--- src/sv/csfc_ram.sv ---
// ----------------------------------------------------------------------------
// csfc_ram
// Generic simple dual-port RAM: one write port, one read port, registered read.
// ----------------------------------------------------------------------------
module csfc_ram #(
  parameter int Width = 8,
  parameter int Depth = 16
) (
  input  logic                     clk_i,
  input  logic                     we_i,
  input  logic [$clog2(Depth)-1:0] waddr_i,
  input  logic [Width-1:0]         wdata_i,
  input  logic [$clog2(Depth)-1:0] raddr_i,
  output logic [Width-1:0]         rdata_o
);

  logic [Width-1:0] mem_q [Depth];

  always_ff @(posedge clk_i) begin
    if (we_i) begin
      mem_q[waddr_i] <= wdata_i;
    end
    rdata_o <= mem_q[raddr_i];
  end

endmodule

--- config.mk ---
export PLATFORM = sky130hd
export DESIGN_NAME = csfc_ram
export DESIGN_NICKNAME = d
export VERILOG_FILES = /design/src/sv/csfc_ram.sv
export SDC_FILE = /design/constraint.sdc
export NUM_CORES = 1
export LEC_CHECK = 0
export BUFFER_PORTS_ARGS = -buffer_cell sky130_fd_sc_hd__buf_2
export CAP_MARGIN = 20
export CORE_MARGIN = 5
export CORE_UTILIZATION = 60
export DETAILED_ROUTE_END_ITERATION = 16
export PLACE_DENSITY = 0.76
export RECOVER_POWER = 50
export SETUP_SLACK_MARGIN = 0.4
export SLEW_MARGIN = 20
export SYNTH_ARGS = -nofsm -noshare
export SYNTH_HDL_FRONTEND = slang
export SYNTH_SLANG_ARGS = --single-unit
export TNS_END_PERCENT = 50
--- constraint.sdc ---
create_clock -name clk_i -period 3.55 [get_ports clk_i]
set_input_delay 0.1775 -clock clk_i [delete_from_list [all_inputs] [get_ports clk_i]]
set_output_delay 0.1775 -clock clk_i [all_outputs]
set_load 0.02 [all_outputs]
==> qor.csv, run 1 <==
metric,value,unit
drt-pass1-iter-count,4,
grt_pass1_wl,15.5,mm
vdd_drop_max,0.358,mV
final-hold-violation-count,0,
r2r_end,rdata_o[3],
synth-seq-area-share,77.8,%
cts-htree-levels,4,
cp_slowest_cell,buf_2,
cts_setup_buffers,0,
gp_congestion,0.777,
hold_ws,163,ps
route.detailed.wl_per_inst,26.1,um
crit_start,raddr_i[0],
die_x,103,um
grt_max_degree,33,
switching_share,20.5,%
rows,33,
endpoint,rdata_o[3],
numCtsBuffers,17,
critical_path_buf_inv_count,1,
diodes,0,
vias,2469,
crit_path_cell_trace,"buf_2, mux4_1, a22oi_1, nand2_1",
hold_buffers,0,
maxSlewViolCount,0,
p_int,2.85,mW
post_cts_resized,0,
synth_nets,247,
initial_core_util,62.0,%
clk_pin_slew,60,ps
cp_data_arrival_time,2030,ps
synth_top_area_share,74.7,%
finalNetCount,284,
p_clk_share,44.9,%
yosys_warnings,0,
rrSetupSlack,2080,ps
finalSetupViolCount,0,
cts_tree,built,
wl,10.0,mm
crit_path_end_kind,flop,
hp-class,input pin to flop,
status,completed,
fmax,0.611,GHz
port_buffers,25,
overflow,0,
synth_edf_count,128,
vias_per_cell,6.43,
clock_skew,10.1,ps
synth_area_leader_cell,edfxtp_1,
synth_seq_cells,136,
core,8300,sq um
antenna_found_initial,0,
max_stage_delay,760,ps
cp_max_fo,32,
area_growth_syn_to_layout,14.3,%
slew_headroom,32.1,%
synth.distinct_cells,19,
async_flop_share,0,%
start_kind,input pin,
layout_worst_path_cycle_share,46.1,%
syn_avg_cell_area,22.5,sq um
p_leak,1.95,nW
reg2regPathDepth,3,
cp.depth,4,
yosysMostFrequentCell,edfxtp_1,
drive_above_1_share,24.0,%
cts_root_buf,clkbuf_8,
grt_pass1_vias,2508,
worstPathRequired,3940,ps
synth_ff_type,edfxtp_1,
grt_usage,21.7,%
syn-cell-area,5150,sq um
path_class,input pin to flop,
die_y,103,um
drc_errors,0,
die_area,10500,sq um
layout_min_cycle_time,1640,ps
synth_common_cells,"edfxtp_1 (128), mux4_2 (18), a22oi_1 (16)",
drv_cap,0,
power_density,609,nW/um^2
pin_count,26,
synthTopCellsByArea,"edfxtp_1 (75%), mux4_2 (7.9%), mux4_1 (7.1%)",
netSwitchingPower,0.735,mW
syn-instance-count,229,
clk_path_buf_depth,2,
clk_latency,510,ps
r2r_start,mem_q[1][3],
dpl.hpwl,5.73,mm
drt_iter0_drc,241,
cp_top_family,buffers and inverters,
worst_slew_pin_slew,1020,ps
pwr-share-seq,50.4,%
clock-sinks,136,
rsz0062_at_grt,no,
combPwrFrac,4.7,%
postRouteAntennaNets,0,
totalNegativeSetupSlack,0,ps
## stage by stage
stage	setup slack (ps)	total power [mW]	utilization (%)	instances	cell area [sq um]
2_1_floorplan	1880	1.94	-	229	5150
3_3_place_gp	1260	2.00	64.3	352	5340
3_5_place_dp	1370	2.01	64.4	352	5350
4_1_cts	1880	3.60	71.1	384	5900
5_1_grt	1770	3.70	70.9	384	5880
6_report	1910	3.59	70.9	384	5880
## cells in the final DEF, fill, tap and decap left out, types with 4 or more instances in the layout
cell type / count
clkbuf_16: 16
buf_2: 16
edfxtp_1: 128
clkbuf_1: 12
a22oi_1: 16
mux4_1: 14
nor2_1: 13
dfxtp_1: 8
mux4_2: 18
nand2_1: 9
clkinv_2: 4
## metal layers
metal  track usage [%]  share of wire (%)
met5                 0                  0
met4              6.96               0.62
met3              4.53                9.0
met2              34.9                 52
met1              30.4                 38
## registers in the layout, indices dropped and copies added, names as in the netlist
signal	flops
rdata_o	8
mem_q	128
## worst min path at each step
| stage | slack, ps | depth (start not counted) | from | to |
|---|---|---|---|---|
| 2_1_floorplan | 280 | 0 | wdata_i[0] | mem_q[0][0] |
| 3_3_place_gp | 560 | 1 | wdata_i[3] | mem_q[4][3] |
| 3_5_place_dp | 570 | 1 | wdata_i[4] | mem_q[1][4] |
| 4_1_cts | 30 | 1 | wdata_i[2] | mem_q[1][2] |
| 5_1_grt | 160 | 2 | waddr_i[0] | mem_q[0][2] |
| 6_report | 160 | 2 | waddr_i[0] | mem_q[0][2] |
## cells by family after synthesis
| logic type | count (synthesis) | share of synthesized area (%) |
|---|---|---|
| AOI/OAI and AO/OA | 16 | 2.33 |
| buffers and inverters | 10 | 1.68 |
| DFF | 136 | 77.8 |
| muxes | 32 | 15.0 |
| and+or+nand+nor | 35 | 3.18 |
## power by group through the flow
stage / Combinational [mW] / Clock, mW / Sequential, mW
finish: 0.167 / 1.61 / 1.81
global route: 0.181 / 1.71 / 1.81
CTS: 0.171 / 1.62 / 1.81
detailed placement: 0.167 / 0 / 1.84
global placement: 0.163 / 0 / 1.84
floorplan: 0.0911 / 0 / 1.85
## final cells by class
| cell class | count | area (sq um) |
|---|---|---|
| Sequential cell | 136 | 4000 |
| Fill cell | 488 | 2410 |
| Multi-Input combinational cell | 83 | 1060 |
| Clock buffer | 19 | 422 |
| Clock inverter | 13 | 133 |
| Timing Repair Buffer | 28 | 133 |
| Tap cell | 105 | 131 |
Note: power is estimated with default switching activity, not from simulation.
==> run 2, diff against run 1 <==
Settings changed: CORE_UTILIZATION 60 to 54, PLACE_DENSITY 0.76 to 0.72.
Clock period 3.55 ns to 1.5 ns, I/O delays scaled along.
==> run 2 against run 1 <==
Compared with the run above:
- largest power group unchanged
- sequential share of layout area shrank 3.9 points
- largest cell class unchanged
- core utilization shrank 3.7 points
- critical path depth shrank 1
- critical endpoint is now rdata_o[4]
- worst setup slack lost 1700 ps
- sequential cell count is the same
- clock power grew to 2.6 times the previous value
- die area grew 10%
- register-to-register slack lost 1800 ps
==> qor.csv, run 2 (synthesis gave the netlist of run 1 again) <==
metric,value,unit,change
drt_iter0_drc,155,,-36%
final_common_cell,edfxtp_1,,
reg_top3,"mem_q x128, rdata_o x8",,
clock-sinks,136,,unchanged
worst_slew_pin_slew,680,ps,-338 ps
antenna_found_initial,0,,unchanged
r2r_end,rdata_o[4],,
fillers,641,,+31%
drv_cap,0,,unchanged
design_area,6240,sq um,+6.1%
cts-htree-levels,4,,unchanged
clk_pin_slew,60,ps,about the same
cts_tree,built,,
holdPathStages,3,,+1
placed_cell_area,5570,sq um,+4.2%
diodes,0,,unchanged
ff_latch_area,4000,sq um,unchanged
numCtsBuffers,17,,unchanged
place_inst,394,,+12%
maxSlewViolCount,0,,unchanged
hold_end,mem_q[2][3],,
grt_usage,18.7,%,-3.0 points
grt_pass1_wl,15.2,mm,-1.9%
area_growth_syn_to_layout,21.2,%,
reg2regPathDepth,3,,unchanged
die_area,11600,sq um,+10%
multiInputGateArea,1100,sq um,+3.8%
final-hold-violation-count,0,,unchanged
final_cells,433,,+13%
clk_latency,500,ps,about the same
die_y,108,um,+4.9%
crit_path_end_kind,flop,,
p_leak,2.05,nW,+5.3%
pin_count,26,,unchanged
r2r_start,mem_q[6][4],,
postRouteAntennaNets,0,,unchanged
vdd_drop_max,0.750,mV,+110%
wl,9.63,mm,-4.1%
largest_reg_flops,128,,unchanged
rows,35,,+6.1%
overflow,0,,unchanged
status,completed,,
finalNetCount,310,,+9.2%
fmax,0.792,GHz,
vias,2469,,unchanged
rrSetupSlack,240,ps,-1840 ps
rsz0062_at_grt,yes,,
hp-class,input pin to flop,,
totalNegativeSetupSlack,0,ps,unchanged
cp_max_fo,1,,-97%
dpl.hpwl,6.08,mm,+6.2%
vias_per_cell,5.70,,-11%
layout_min_cycle_time,1260,ps,
finalSetupViolCount,0,,unchanged
clock_skew,6.63,ps,-3.52 ps
cts_setup_buffers,0,,unchanged
top_register,mem_q,,
die_x,108,um,+4.9%
gp_congestion,0.751,,-3.5%
path_class,flop to flop,,
grt_pass1_vias,2657,,+5.9%
hold_path.startpoint,waddr_i[2],,
totalPowerFinal,9.00,mW,+150%
clk_path_buf_depth,2,,unchanged
core,9280,sq um,+12%
drt-pass1-iter-count,4,,unchanged
port_buffers,25,,unchanged
cp_data_arrival_time,1650,ps,-380 ps
final_cell_mix,"edfxtp_1 (128), mux4_2 (29), clkbuf_1 (17), clkbuf_16 (16)",,
start_kind,flop,,
drive_above_1_share,34.2,%,+10 points
route.detailed.wl_per_inst,22.2,um,-15%
layout_worst_path_cycle_share,84.2,%,
cts_root_buf,clkbuf_8,,
drc_errors,0,,unchanged
worstPathRequired,1890,ps,-2050 ps
grt_max_degree,33,,unchanged
final_util,67.2,%,-3.7 points
power_density,1440,nW/um^2,+140%
initial_core_util,55.4,%,-6.6 points
slew_headroom,54.7,%,+23 points
==> run 2: where the power goes <==
group,switching [mW],internal [mW]
clock network,1.48,2.78
logic,0.269,0.197
registers,0.0253,4.25
==> run 2: through the flow <==
step	setup WS (ps)	hold slack, ps
after floorplan	233	174
after global placement	10.4	459
after detailed placement	-10.1	470
after CTS	251	128
after global routing	199	154
final	237	167
==> run 2: worst max path at each step <==
stage / cells past startpoint / end / startpoint / slack (ps)
2_1_floorplan: 2 / mem_q[4][0] / waddr_i[3] / 230
3_3_place_gp: 5 / rdata_o[5] / raddr_i[0] / 10
3_5_place_dp: 5 / rdata_o[5] / raddr_i[0] / -10
4_1_cts: 3 / rdata_o[5] / mem_q[8][5] / 250
5_1_grt: 3 / rdata_o[3] / mem_q[3][3] / 200
6_report: 3 / rdata_o[4] / mem_q[6][4] / 240
==> run 2: final cells by class <==
| type | instances | area share, % |
|---|---|---|
| multi-input combinational | 83 | 17.7 |
| clock buffer | 20 | 7.14 |
| sequential | 136 | 64.2 |
| clock inverter | 11 | 2.77 |
| tap | 129 | 2.59 |
| timing repair buffer | 54 | 5.69 |
==> run 2: worst max-delay path: stages (launching register included) <==
cell	delay, ps
edfxtp_1	380
mux4_2	510
a22oi_2	180
nand2_1	70
==> run 2: metal layers <==
metal	share of wire (%)	routed length, um	up-vias	GRT usage [%]
met5	0	0	-	0
met4	0.99	95	0	6.49
met3	3.3	317	7	4.68
met2	52	4990	61	30.6
met1	44	4220	1310	24.5
li1	-	-	1091	-
==> run 2: timing repair <==
item,CTS,global route
endpoints found under the setup margin,13,14
hold buffers,8,0
hold endpoints to repair,128,0
gates resized for setup,20,0
pin swaps,12,3
gates cloned,0,0
==> run 3, diff against run 2 <==
Clock period 1.5 ns to 1.05 ns, I/O delays scaled along.
==> run 3 against run 2 <==
Compared with the run above:
- the run now ends with negative setup slack left
- sequential share of layout area decreased by 2.6 points
- global-route usage increased by 0.90 points
- design area grew 4.5%
- largest power group unchanged
- final cell count rose by 2.5%
- clock skew is 1.0 ps lower
- clock-buffer cell count shrank 3
==> qor.csv, run 3 (synthesis gave the netlist of run 1 again) <==
metric,value,unit,change
die_area,11600,sq um,unchanged
maxSlewViolCount,0,,unchanged
layout_min_cycle_time,1300,ps,+40.8 ps
cts-htree-levels,4,,unchanged
grt_usage,19.6,%,+0.90 points
finalSetupViolCount,24,,+24
ff_latch_area,4010,sq um,+0.25%
port_buffers,25,,unchanged
worstPathRequired,1440,ps,-450 ps
initial_core_util,55.4,%,unchanged
reg2regPathDepth,3,,unchanged
vdd_drop_max,0.973,mV,+30%
final_util,70.2,%,+3.0 points
final_common_cell,edfxtp_1,,
r2r_end,rdata_o[5],,
violations,negative setup slack,,
hp-class,input pin to flop,,
grt_pass1_wl,15.8,mm,+4.0%
cp_max_fo,1,,unchanged
hold_end,rdata_o[7],,
power_density,1920,nW/um^2,+33%
gp_congestion,0.784,,+4.4%
pin_count,26,,unchanged
drc_errors,0,,unchanged
status,"finished, violations left",,
cts_tree,built,,
rrSetupSlack,-250,ps,-490 ps
die_x,108,um,unchanged
clk_pin_slew,60,ps,about the same
final_cell_mix,"edfxtp_1 (128), mux4_2 (32), clkbuf_16 (16), buf_6 (14), clkbuf_1 (13)",,
slew_headroom,40.0,%,-15 points
multiInputGateArea,1120,sq um,+1.8%
clock_skew,5.63,ps,-0.998 ps
finalNetCount,322,,+3.9%
die_y,108,um,unchanged
p_leak,2.15,nW,+5.1%
place_inst,405,,+2.8%
dpl.hpwl,6.47,mm,+6.3%
grt_pass1_vias,2716,,+2.2%
cp_data_arrival_time,1690,ps,+40 ps
reg_top3,"mem_q x128, rdata_o x8",,
fin_ws,-254,ps,-491 ps
drt-pass1-iter-count,5,,+1
top_register,mem_q,,
drt_iter0_drc,267,,+72%
drv_cap,0,,unchanged
path_class,flop to flop,,
postRouteAntennaNets,0,,unchanged
drive_above_1_share,41.9,%,+7.7 points
final_cells,444,,+2.5%
clk_latency,510,ps,about the same
route.detailed.wl_per_inst,23.1,um,+4.0%
crit_path_end_kind,flop,,
fmax,0.767,GHz,-3.1%
worst_slew_pin_slew,899,ps,+219 ps
fillers,580,,-9.5%
largest_reg_flops,128,,unchanged
vias_per_cell,5.75,,+0.76%
rsz0062_at_grt,yes,,
grt_max_degree,24,,-27%
wl,10.3,mm,+6.7%
final-hold-violation-count,0,,unchanged
start_kind,flop,,
layout_worst_path_cycle_share,124,%,+40 points
numCtsBuffers,17,,unchanged
clk_path_buf_depth,2,,unchanged
clock-sinks,136,,unchanged
cts_root_buf,clkbuf_8,,
place_ws,-426,ps,-415 ps
core,9280,sq um,unchanged
antenna_found_initial,0,,unchanged
r2r_start,mem_q[2][5],,
hold_path.startpoint,raddr_i[2],,
rows,35,,unchanged
area_growth_syn_to_layout,26.7,%,
overflow,0,,unchanged
hold_ws,142,ps,-24.9 ps
holdPathStages,4,,+1
diodes,0,,unchanged
vias,2551,,+3.3%
run 3: changes by cell type in the layout (fill, tap and decap cells not counted), sizes merged:
cell      delta
buf         +14
bufinv       -1
clkbuf       -5
clkinv       +3
clkinvlp     -1
inv          +1
run 3: how the worst max path moves through the flow:
stage | start | endpoint | slack [ps] | cells past startpoint
finish | mem_q[2][5] | rdata_o[5] | -250 | 3
detailed placement | raddr_i[0] | rdata_o[6] | -430 | 5
global route | mem_q[3][5] | rdata_o[5] | -290 | 3
floorplan | waddr_i[2] | mem_q[0][0] | -110 | 2
CTS | mem_q[3][6] | rdata_o[6] | -250 | 3
global placement | raddr_i[0] | rdata_o[7] | -390 | 5
run 3: final cells by class:
class / instances / share of cell area [%]
sequential: 136 / 61.6
multi-input combinational: 83 / 17.2
timing repair buffer: 66 / 10.0
clock buffer: 17 / 6.35
tap: 129 / 2.48
clock inverter: 13 / 2.40
run 3: stage by stage:
step	cell area, sq um	TNS, ps	power (mW)
floorplan	5200	-4060	6.60
detailed placement	5760	-17470	6.92
finish	6520	-2520	12.5
CTS	6530	-1800	12.6
global route	6520	-3940	13.0
global placement	5760	-15510	6.89
run 3: routing by layer:
metal	part of all wire, %	wire (um)	GRT usage (%)
met4	1.5	149	7.39
met1	39	3970	24.9
met3	5.6	577	4.56
met2	54	5570	32.9
met5	0	0	0
run 3: what timing repair did:
action / in CTS / in global routing
pin swaps: 5 / 6
resized for setup: 34 / 17
hold buffers: 8 / 0
endpoints found under the setup margin: 79 / 96
setup buffers: 1 / 0
endpoints found under the hold margin: 128 / 0
run 3: worst max-delay path, cell delays in order (launching register included):
cell,delay [ps]
edfxtp_1,380
mux4_2,480
a22oi_1,240
nand2_1,80
run 3: power by group:
| part | internal, mW | switching (mW) | total (mW) |
|---|---|---|---|
| registers | 6.08 | 0.0491 | 6.13 |
| clock network | 3.57 | 2.06 | 5.62 |
| logic | 0.375 | 0.411 | 0.785 |
